## src/rtl/robc_pkg.sv

```systemverilog
package robc_pkg;

   localparam int VW    = 32;          // coordinate width
   localparam int EW    = 31;          // half extent width
   localparam int TW    = 31;          // ray parameter width
   localparam int FRAC  = 16;          // fraction bits
   localparam int PW    = 2 * VW + 1;  // product width
   localparam int DW    = 52;          // dot, numerator and denominator width (signed)
   localparam int MW    = DW;          // magnitude width
   localparam int RW    = MW + 1;      // divider partial remainder width
   localparam int XW    = MW + FRAC;   // shifted dividend width
   localparam int QW    = TW;          // quotient bits
   localparam int NEDGE = 4;

   localparam logic [TW-1:0] T_MAX = '1;

   typedef struct packed {
      logic signed [VW-1:0] origin_x;
      logic signed [VW-1:0] origin_y;
      logic signed [VW-1:0] dir_x;
      logic signed [VW-1:0] dir_y;
      logic signed [VW-1:0] center_x;
      logic signed [VW-1:0] center_y;
      logic signed [VW-1:0] axis0_x;
      logic signed [VW-1:0] axis0_y;
      logic signed [VW-1:0] axis1_x;
      logic signed [VW-1:0] axis1_y;
      logic [EW-1:0]        half_extent0;
      logic [EW-1:0]        half_extent1;
   } req_type;

   typedef struct packed {
      logic          hit;
      logic [TW-1:0] hit_distance;
   } rsp_type;

   typedef struct packed {
      logic          den_pos;
      logic          den_neg;
      logic          num_pos;
      logic          num_zero;
      logic [MW-1:0] mag_n;
      logic [MW-1:0] mag_d;
   } edge_type;

   typedef struct packed {
      logic          den_pos;
      logic          den_neg;
      logic          num_pos;
      logic          num_zero;
      logic          big;
      logic          rem;
      logic [QW-1:0] q;
   } quot_type;

endpackage

```

## src/rtl/robc_clip.sv

```systemverilog
module robc_clip (
   input  logic                                      clock,
   input  logic                                      reset,
   input  logic                                      en,
   input  logic                                      in_valid,
   input  robc_pkg::quot_type [robc_pkg::NEDGE-1:0]  in_quot,
   output logic                                      out_valid,
   output robc_pkg::rsp_type                         out_rsp
);
   localparam int TW = robc_pkg::TW;

   typedef struct packed {
      logic          alive;
      logic          t1_inf;
      logic [TW-1:0] t0;
      logic [TW-1:0] t1;
   } clip_state_type;

   // num * 2^16 > den * t for a positive denominator
   function automatic logic gt_pos(input robc_pkg::quot_type e, input logic [TW-1:0] t);
      gt_pos = e.num_pos && (e.big || (e.q > t) || ((e.q == t) && e.rem));
   endfunction

   // num * 2^16 > den * t for a negative denominator
   function automatic logic gt_neg(input robc_pkg::quot_type e, input logic [TW-1:0] t);
      gt_neg = e.num_pos || (e.num_zero && (t != '0))
            || (!e.num_pos && !e.num_zero && !e.big && (e.q < t));
   endfunction

   function automatic clip_state_type clip_edge(input clip_state_type s,
                                                input robc_pkg::quot_type e);
      clip_state_type o;
      logic [TW-1:0]  qs;
      o  = s;
      qs = e.big ? robc_pkg::T_MAX : e.q;
      if (s.alive) begin
         if (e.den_pos) begin
            if (!s.t1_inf && gt_pos(e, s.t1)) begin
               o.alive = 1'b0;
            end else if (gt_pos(e, s.t0)) begin
               o.t0 = qs;
            end
         end else if (e.den_neg) begin
            if (gt_neg(e, s.t0)) begin
               o.alive = 1'b0;
            end else if (s.t1_inf || gt_neg(e, s.t1)) begin
               o.t1     = qs;
               o.t1_inf = 1'b0;
            end
         end else if (e.num_pos) begin
            // parallel edge with the origin outside
            o.alive = 1'b0;
         end
      end
      clip_edge = o;
   endfunction

   clip_state_type     init_state, sa_in, sa_ff, sb_in;
   robc_pkg::quot_type q2_ff, q3_ff;
   robc_pkg::rsp_type  rsp_in, rsp_ff;
   logic               va_ff, vb_ff;

   assign init_state = '{alive: 1'b1, t1_inf: 1'b1, t0: '0, t1: robc_pkg::T_MAX};
   assign sa_in = clip_edge(clip_edge(init_state, in_quot[0]), in_quot[1]);
   assign sb_in = clip_edge(clip_edge(sa_ff, q2_ff), q3_ff);

   always_comb begin
      rsp_in.hit          = sb_in.alive;
      rsp_in.hit_distance = sb_in.alive ? sb_in.t0 : '0;
   end

   always_ff @(posedge clock) begin
      if (reset) begin
         va_ff <= 1'b0;
         vb_ff <= 1'b0;
      end else if (en) begin
         va_ff <= in_valid;
         vb_ff <= va_ff;
      end
   end

   always_ff @(posedge clock) begin
      if (en) begin
         sa_ff  <= sa_in;
         q2_ff  <= in_quot[2];
         q3_ff  <= in_quot[3];
         rsp_ff <= rsp_in;
      end
   end

   assign out_valid = vb_ff;
   assign out_rsp   = rsp_ff;

endmodule

```

## config.mk

```make
export PLATFORM = sky130hd
export DESIGN_NAME = robc_clip
export DESIGN_NICKNAME = d
export VERILOG_FILES = /design/src/rtl/robc_pkg.sv /design/src/rtl/robc_clip.sv
export SDC_FILE = /design/constraint.sdc
export NUM_CORES = 1
export LEC_CHECK = 0
export BUFFER_PORTS_ARGS = -buffer_cell sky130_fd_sc_hd__buf_4
export CAP_MARGIN = 20
export CORE_MARGIN = 3
export CORE_UTILIZATION = 40
export CTS_CLUSTER_DIAMETER = 100
export CTS_CLUSTER_SIZE = 30
export DETAILED_ROUTE_END_ITERATION = 10
export GPL_ROUTABILITY_DRIVEN = 0
export GPL_TIMING_DRIVEN = 0
export PLACE_DENSITY_LB_ADDON = 0.3
export SLEW_MARGIN = 5
export SYNTH_ARGS = -nofsm -noshare
export SYNTH_HDL_FRONTEND = slang
export SYNTH_SLANG_ARGS = --single-unit
```

## constraint.sdc

```tcl
create_clock -name clock -period 7.5 [get_ports clock]
set_input_delay 0.375 -clock clock [delete_from_list [all_inputs] [get_ports clock]]
set_output_delay 0.375 -clock clock [all_outputs]
set_load 0.005 [all_outputs]
```

Word level (Yosys, flattened, before mapping)
Cells that the tools add are included.
{"block": "word_totals", "register_bits": 172, "in_bits": 152, "out_inout_bits": 33, "word_cells": 199}
{"block": "op_classes", "order_cmp": 14, "n_eq_ne": 6, "mux": 67, "reduce_logical": 90}
{"op": "31-bit two-way mux", "n": 30}
{"op": "31-bit == test", "n": 6}
{"op": "31-bit > comparator", "n": 6}
{"op": "31-bit < comparator", "n": 6}
{"op": "31-bit nonzero test", "n": 6}
{"op": "64-bit two-way mux", "n": 2}
{"op": "63-bit two-way mux", "n": 1}
{"op": "1-bit logical AND", "n": 38}
{"op": "1-bit two-way mux", "n": 34}
{"op": "31-bit by 1-bit > comparator with 1-bit output (second input constant)", "n": 1}
{"op": "31-bit logical NOT", "n": 1}
{"op": "31-bit by 1-bit < comparator with 1-bit output (second input constant)", "n": 1}
{"op": "1-bit logical OR", "n": 30}
{"op": "1-bit logical NOT", "n": 15}

Logic depth before layout (Yosys ltp)
{"block": "depth", "ltp_word": 21, "ltp_mapped": 21, "depth_no_buf": 19}

Worst setup path before layout
Ideal clock, no wire load.
{"block": "synth_path", "path_kind": "reg-to-reg", "from": "register q2_ff[25] (netlist name)", "to": "register rsp_ff (netlist bit out_rsp[22]), data pin", "setup_time_ps": 267, "arrival_ps": 4553, "required_time_ps": 7233, "slack_ps": 2680, "path_stages_with_launch": 21, "path_buffers": 2, "period_less_slack_ps": 4820, "cell_sequence": "edfxtp_1 ha_1 and3_1 nand3_2 or4_1 a31o_1 nand4b_1 o2111ai_2 buf_2 mux2i_1 ha_1 nand3_1 nor3_1 nand2_1 or3_1 nor4_1 or3_1 nand4_1 clkbuf_1 nor3_1 a211oi_2"}
{"block": "synth_between", "elab_chain_len": 17, "elab_cells_between_ends": 65, "cone_classes": "order compare: 7; eq/ne: 4; mux: 25; reduce/logical: 29"}
{"element": "start, declared", "line_no": "robc_clip.sv:59", "text": "robc_pkg::quot_type q2_ff, q3_ff;"}
{"element": "start signal, assigned", "line_no": "robc_clip.sv:85", "text": "q2_ff <= in_quot[2];"}
{"element": "31-bit < comparator", "line_no": "robc_clip.sv:27", "text": "|| (!e.num_pos && !e.num_zero && !e.big && (e.q < t));"}
{"element": "1-bit logical AND", "line_no": "robc_clip.sv:27"}
{"element": "1-bit logical OR", "line_no": "robc_clip.sv:27"}
{"element": "1-bit logical OR", "line_no": "robc_clip.sv:46", "text": "end else if (s.t1_inf || gt_neg(e, s.t1)) begin"}
{"element": "31-bit two-way mux", "line_no": "robc_clip.sv:46"}
{"element": "31-bit two-way mux", "line_no": "robc_clip.sv:44", "text": "if (gt_neg(e, s.t0)) begin"}
{"element": "31-bit two-way mux", "line_no": "robc_clip.sv:43", "text": "end else if (e.den_neg) begin"}
{"element": "31-bit two-way mux", "line_no": "robc_clip.sv:37", "text": "if (e.den_pos) begin"}
{"element": "64-bit two-way mux (*)", "line_no": "robc_clip.sv:36", "text": "if (s.alive) begin"}
{"element": "31-bit > comparator / 31-bit == test (equally long branches)", "line_no": "robc_clip.sv:21", "text": "gt_pos = e.num_pos && (e.big || (e.q > t) || ((e.q == t) && e.rem));"}
{"element": "1-bit logical OR / 1-bit logical AND (equally long branches)", "line_no": "robc_clip.sv:21"}
{"element": "1-bit logical OR", "line_no": "robc_clip.sv:21"}
{"element": "1-bit logical AND", "line_no": "robc_clip.sv:21"}
{"element": "1-bit logical AND", "line_no": "robc_clip.sv:38", "text": "if (!s.t1_inf && gt_pos(e, s.t1)) begin"}
{"element": "31-bit two-way mux / 1-bit two-way mux (equally long branches)", "line_no": "robc_clip.sv:38"}
{"element": "31-bit two-way mux / 1-bit two-way mux (equally long branches)", "line_no": "robc_clip.sv:37"}
{"element": "64-bit two-way mux (*)", "line_no": "robc_clip.sv:36"}
{"element": "end signal, assigned", "line_no": "robc_clip.sv:87", "text": "rsp_ff <= rsp_in;"}
{"element": "end, declared", "line_no": "robc_clip.sv:60", "text": "robc_pkg::rsp_type rsp_in, rsp_ff;"}
Every way passes the cells marked *; elsewhere a longest branch is shown, timed or not.
A chain may end at the register's enable or synchronous reset.

Final worst setup path
{"block": "layout_path", "from": "register q2_ff[29] (netlist name)", "to": "register rsp_ff (netlist bit out_rsp[29]), data pin"}
Same word-level chain as after synthesis.

==> impl_results.md <==
* Outcome: finished, final reports clean
* Number of buffer cells added on primary ports at 183
* Critical path fanouts, max at 10
* Wire length on met1 at 17710 um
* Cell Count, Final, Fillers Out at 1837
* Overall routing resource usage at between 20% and 30%
* Slew at the pin closest to its max-slew limit at 0.8880 ns
* Hold WC Path Type: primary input to flop
* Post-synthesis compound-gate area fraction at 14.57%
* Number of rows in the core area at 64
* # clock sinks at 172
* Sort of element at the start of the critical path: flop
* Area leader, netlist: edfxtp_1
* Number of buffers created by CTS at 17
* Worst slew margin at between 30 and 40%
* Detailed-routed wire length on met3 at 2150 um
* Netlist Area Pre-Place at between 10000 and 15000 um2
* Antenna cell count at 0
* Clock transition at the registers of the reported paths at 0.08 ns
* Sum of met2 wire segment lengths after detailed routing at 16810 um
* Starting Density at 41.16%
* Pleak at 6.892 nW
* Final setup margin at roughly 1.3 ns
* Maximum achievable frequency at ~160 MHz
* Endpoints failing setup at 0
* Max cap viols at 0
* Iteration-0 DRC Markers at 1122
* Largest family of logic cells by synthesized area: adder cells
* Count of buffering cells on the critical path with inverters included at 2
* FFs w/ async S/R, synth at 0%
* Boundary pin count at 185
* Share of cells above drive strength 1 at about a fifth
* Crit path max-delay family: simple AND/OR/NAND/NOR gates
* Final worst path period need at 6.221 ns
* Portion of the clock cycle consumed by the worst path in the final layout at ~83%
* Critical path class: flop to flop
* CP endpoint kind: flop
* Die Height at ~180 um
* Arithmetic-cell share of the synthesized area counting full adders, half adders and majority gates at around 18%
* Maximum number of pins on one net before global-route repair at 90
* Stage delay of the slowest cell on the critical path at 0.74 ns
* Die Footprint at 34160 um2
* Detailed-route wire length per cell at 20.44 um
* Number of synthesized flops with an enable pin at between 150 and 200
* Total power density per cell area at roughly 180 nW/um2
* Critical path required time at roughly 7.7 ns
* Setup repair after global routing missed its margin: false
* Aggregate negative setup slack at 0 ns
* Hold violation total from the final report at 0
* Total half-perimeter wirelength after legalization and detailed placement at 30840 um
* Synthesis-stage register bit count at roughly 170
* Xor-xnor portion of the synthesized cell area at 0%
* Number of cells in the design after placement at 1805
* Clock latency on the worst-skew pair at 0.44 ns
* Worst VDD drop at between 0.15 and 0.2 mV
* Number of buffers added for setup after CTS at 0
* Clock tree from TritonCTS: done
* Clock root cell: clkbuf_16
* DRT antenna net count at 0
* Most area-consuming cells after synthesis: edfxtp_1 40%, ha_1 18%, mux2i_1 7.2%
* Leading register cell type out of synthesis: edfxtp_1
* Total wire length after detailed routing at 37550 um
* First-pass GRT wire length at 57080 um
* Highest metal layer with signal wires: met4
* Die Span X at roughly 180 um
* Average size of a mapped cell at between 10 and 15 um2
* Library cell appearing most often on the critical path: nand4_1
* Area growth syn-to-layout at 19.51%
* Maximum number of buffers from clock root to sink at 2
* Area fraction in and, or, nand and nor cells after synthesis at 15.29%
* Total number of nets in the final design at 1766
* Seq/Total Area, Yosys at 40.23%
* Clock tree skew after final layout at 0.01552 ns
* Antenna violations before repair at 0
* CTS Hold Buffers Added at 0
* Critical Path, Cell by Cell: ha_1 > nand3_1 > nor4_2 > nand4_1 > a21oi_1 > o31ai_1 > o311ai_1 > buf_2 > mux2i_1 > ha_1 > nand3_1 > nor4_1 > nand4_1 > nor3_1 > a211oi_1 > a31oi_1 > nand4_1 > clkbuf_1 > nor3_1 > a211oi_2
* Proportion of synthesized area in mux cells at between 7 and 8%
* Data arrival time of the critical path at around 6.4 ns
* Worst path slowest cell: o311ai_1
* Number of cells produced by synthesis at 1225
* Total power at between 2 and 3 mW
* Number of remaining DRC errors at 0
* Placeable core region at 31070 um2
* Total congestion overflow at 0
* Count of unique library cells instantiated by Yosys at 61
* Slew Viols, Final at 0
* YS warnings at 0
* Via count of the first global-routing pass at 10530
* Syn_nets at 1563
* DR vias/cell at 5.820
* Number of iterations in the first detailed-routing pass at 6
* Deepest level of the CTS H-tree at 4
* Number of instances resized during post-cts repair at 0
* Via total after detailed routing at 10690
* Proportion of netlist area held by the largest area contributor at 39.91%
* Pre-CTS worst setup slack at about 1.4 ns
[path summary, 6_finish.rpt]
| check | start | to | slack, ns | depth (start not counted) |
|---|---|---|---|---|
| hold reg to reg | va_ff | va_ff | 0.51 | 2 |
| setup / recovery | q2_ff[29] | out_rsp[29] | 1.28 | 20 |
| setup reg to reg | q2_ff[29] | out_rsp[29] | 1.28 | 20 |
| hold / removal | reset | va_ff | 0.09 | 2 |
[Yosys cell counts (2+ instances only)]
library cell and count:
and3_1 4, buf_1 2, o221ai_1 2, nor2b_1 10
buf_6 3, a211oi_1 16, a31oi_1 3, o211ai_1 11
nand4b_1 2, o21a_1 4, or2_2 33, o31ai_1 3
mux2_2 4, buf_2 9, edfxtp_1 170, a211o_1 7
o31a_1 2, a21oi_1 51, nand3_1 28, nand4_1 37
dfxtp_1 2, nor3_1 82, nand2b_1 5, a211oi_2 28
o311a_1 2, ha_1 186, nand2_1 24, or4_1 3
a21o_1 30, mux2i_1 92, o22ai_1 31, and4_1 4
o21ai_0 60, or3_1 3, nor4_2 2, nor2_1 98
nor4_1 32, o21bai_1 2, clkbuf_1 36, nand3b_1 3
buf_4 3, inv_1 76, o311ai_1 2
[cells in the final DEF (no fill, tap or decap), types with 7 or more instances in the layout]
cell,count
a211o_1,7
a211oi_1,16
a211oi_2,28
a21o_1,30
a21oi_1,51
buf_2,9
buf_4,185
clkbuf_1,36
clkbuf_16,17
edfxtp_1,170
ha_1,186
inv_1,76
mux2i_1,92
nand2_1,24
nand3_1,28
nand4_1,37
nor2_1,98
nor2b_1,10
nor3_1,82
nor4_1,32
o211ai_1,11
o21ai_0,60
o22ai_1,31
or2_2,33
[metal layers]
layer / track usage [%] / up-vias
met2: 34.28 / 413
met4: 6.783 / 0
met3: 2.573 / 61
li1: - / 5143
met5: 0 / -
met1: 30.74 / 5075
[layout make-up]
class                   count  area [um2]
repair buffers            184        1409
fillers                  2900       15790
inverters                  77       289.0
well taps                 396       495.5
flip-flops and latches    172        5145
plain buffers              53       244.0
multi-input cells         923        7112
clock buffers              17       425.4
clock inverters            15       165.2
[cell families (layout without fill, tap and decap cells)]
family                     count (synthesis)  in the layout
AOI/OAI and AO/OA                        265            265
adders and majority gates                186            186
buffers and inverters                    130            346
DFF                                      172            172
muxes                                     96             96
and+or+nand+nor                          376            376
[worst reg2reg max path, stage by stage (launching register included)]
cell,delay [ns]
edfxtp_1,0.53
ha_1,0.36
nand3_1,0.14
nor4_2,0.41
nand4_1,0.22
a21oi_1,0.20
o31ai_1,0.08
o311ai_1,0.74
buf_2,0.42
mux2i_1,0.14
ha_1,0.31
nand3_1,0.13
nor4_1,0.55
nand4_1,0.19
nor3_1,0.18
a211oi_1,0.07
a31oi_1,0.25
nand4_1,0.32
clkbuf_1,0.34
nor3_1,0.28
a211oi_2,0.08
[registers in the layout (all words and copies together), names as in the netlist]
| name | count |
|---|---|
| sa_ff | 64 |
| q2_ff | 37 |
| q3_ff | 37 |
| out_rsp | 32 |
| out_valid | 1 |
| va_ff | 1 |
[through the flow]
| step | area [um2] | hold WS [ns] | util [%] |
|---|---|---|---|
| 3_3_place_gp | 14660 | 0.4741 | 47.18 |
| 2_1_floorplan | 12790 | 0.4474 | - |
| 3_5_place_dp | 14690 | 0.4897 | 47.29 |
| 4_1_cts | 15280 | 0.06971 | 49.19 |
| 5_1_grt | 15280 | 0.06584 | 49.19 |
| 6_report | 15280 | 0.08574 | 49.19 |
[where the power goes]
part / internal, mW / switching, mW
combinational: 0.288 / 0.356
clock: 0.450 / 0.432
sequential: 1.15 / 0.0891
total: 1.89 / 0.877
No activity file was read; power rests on OpenSTA's default activity.
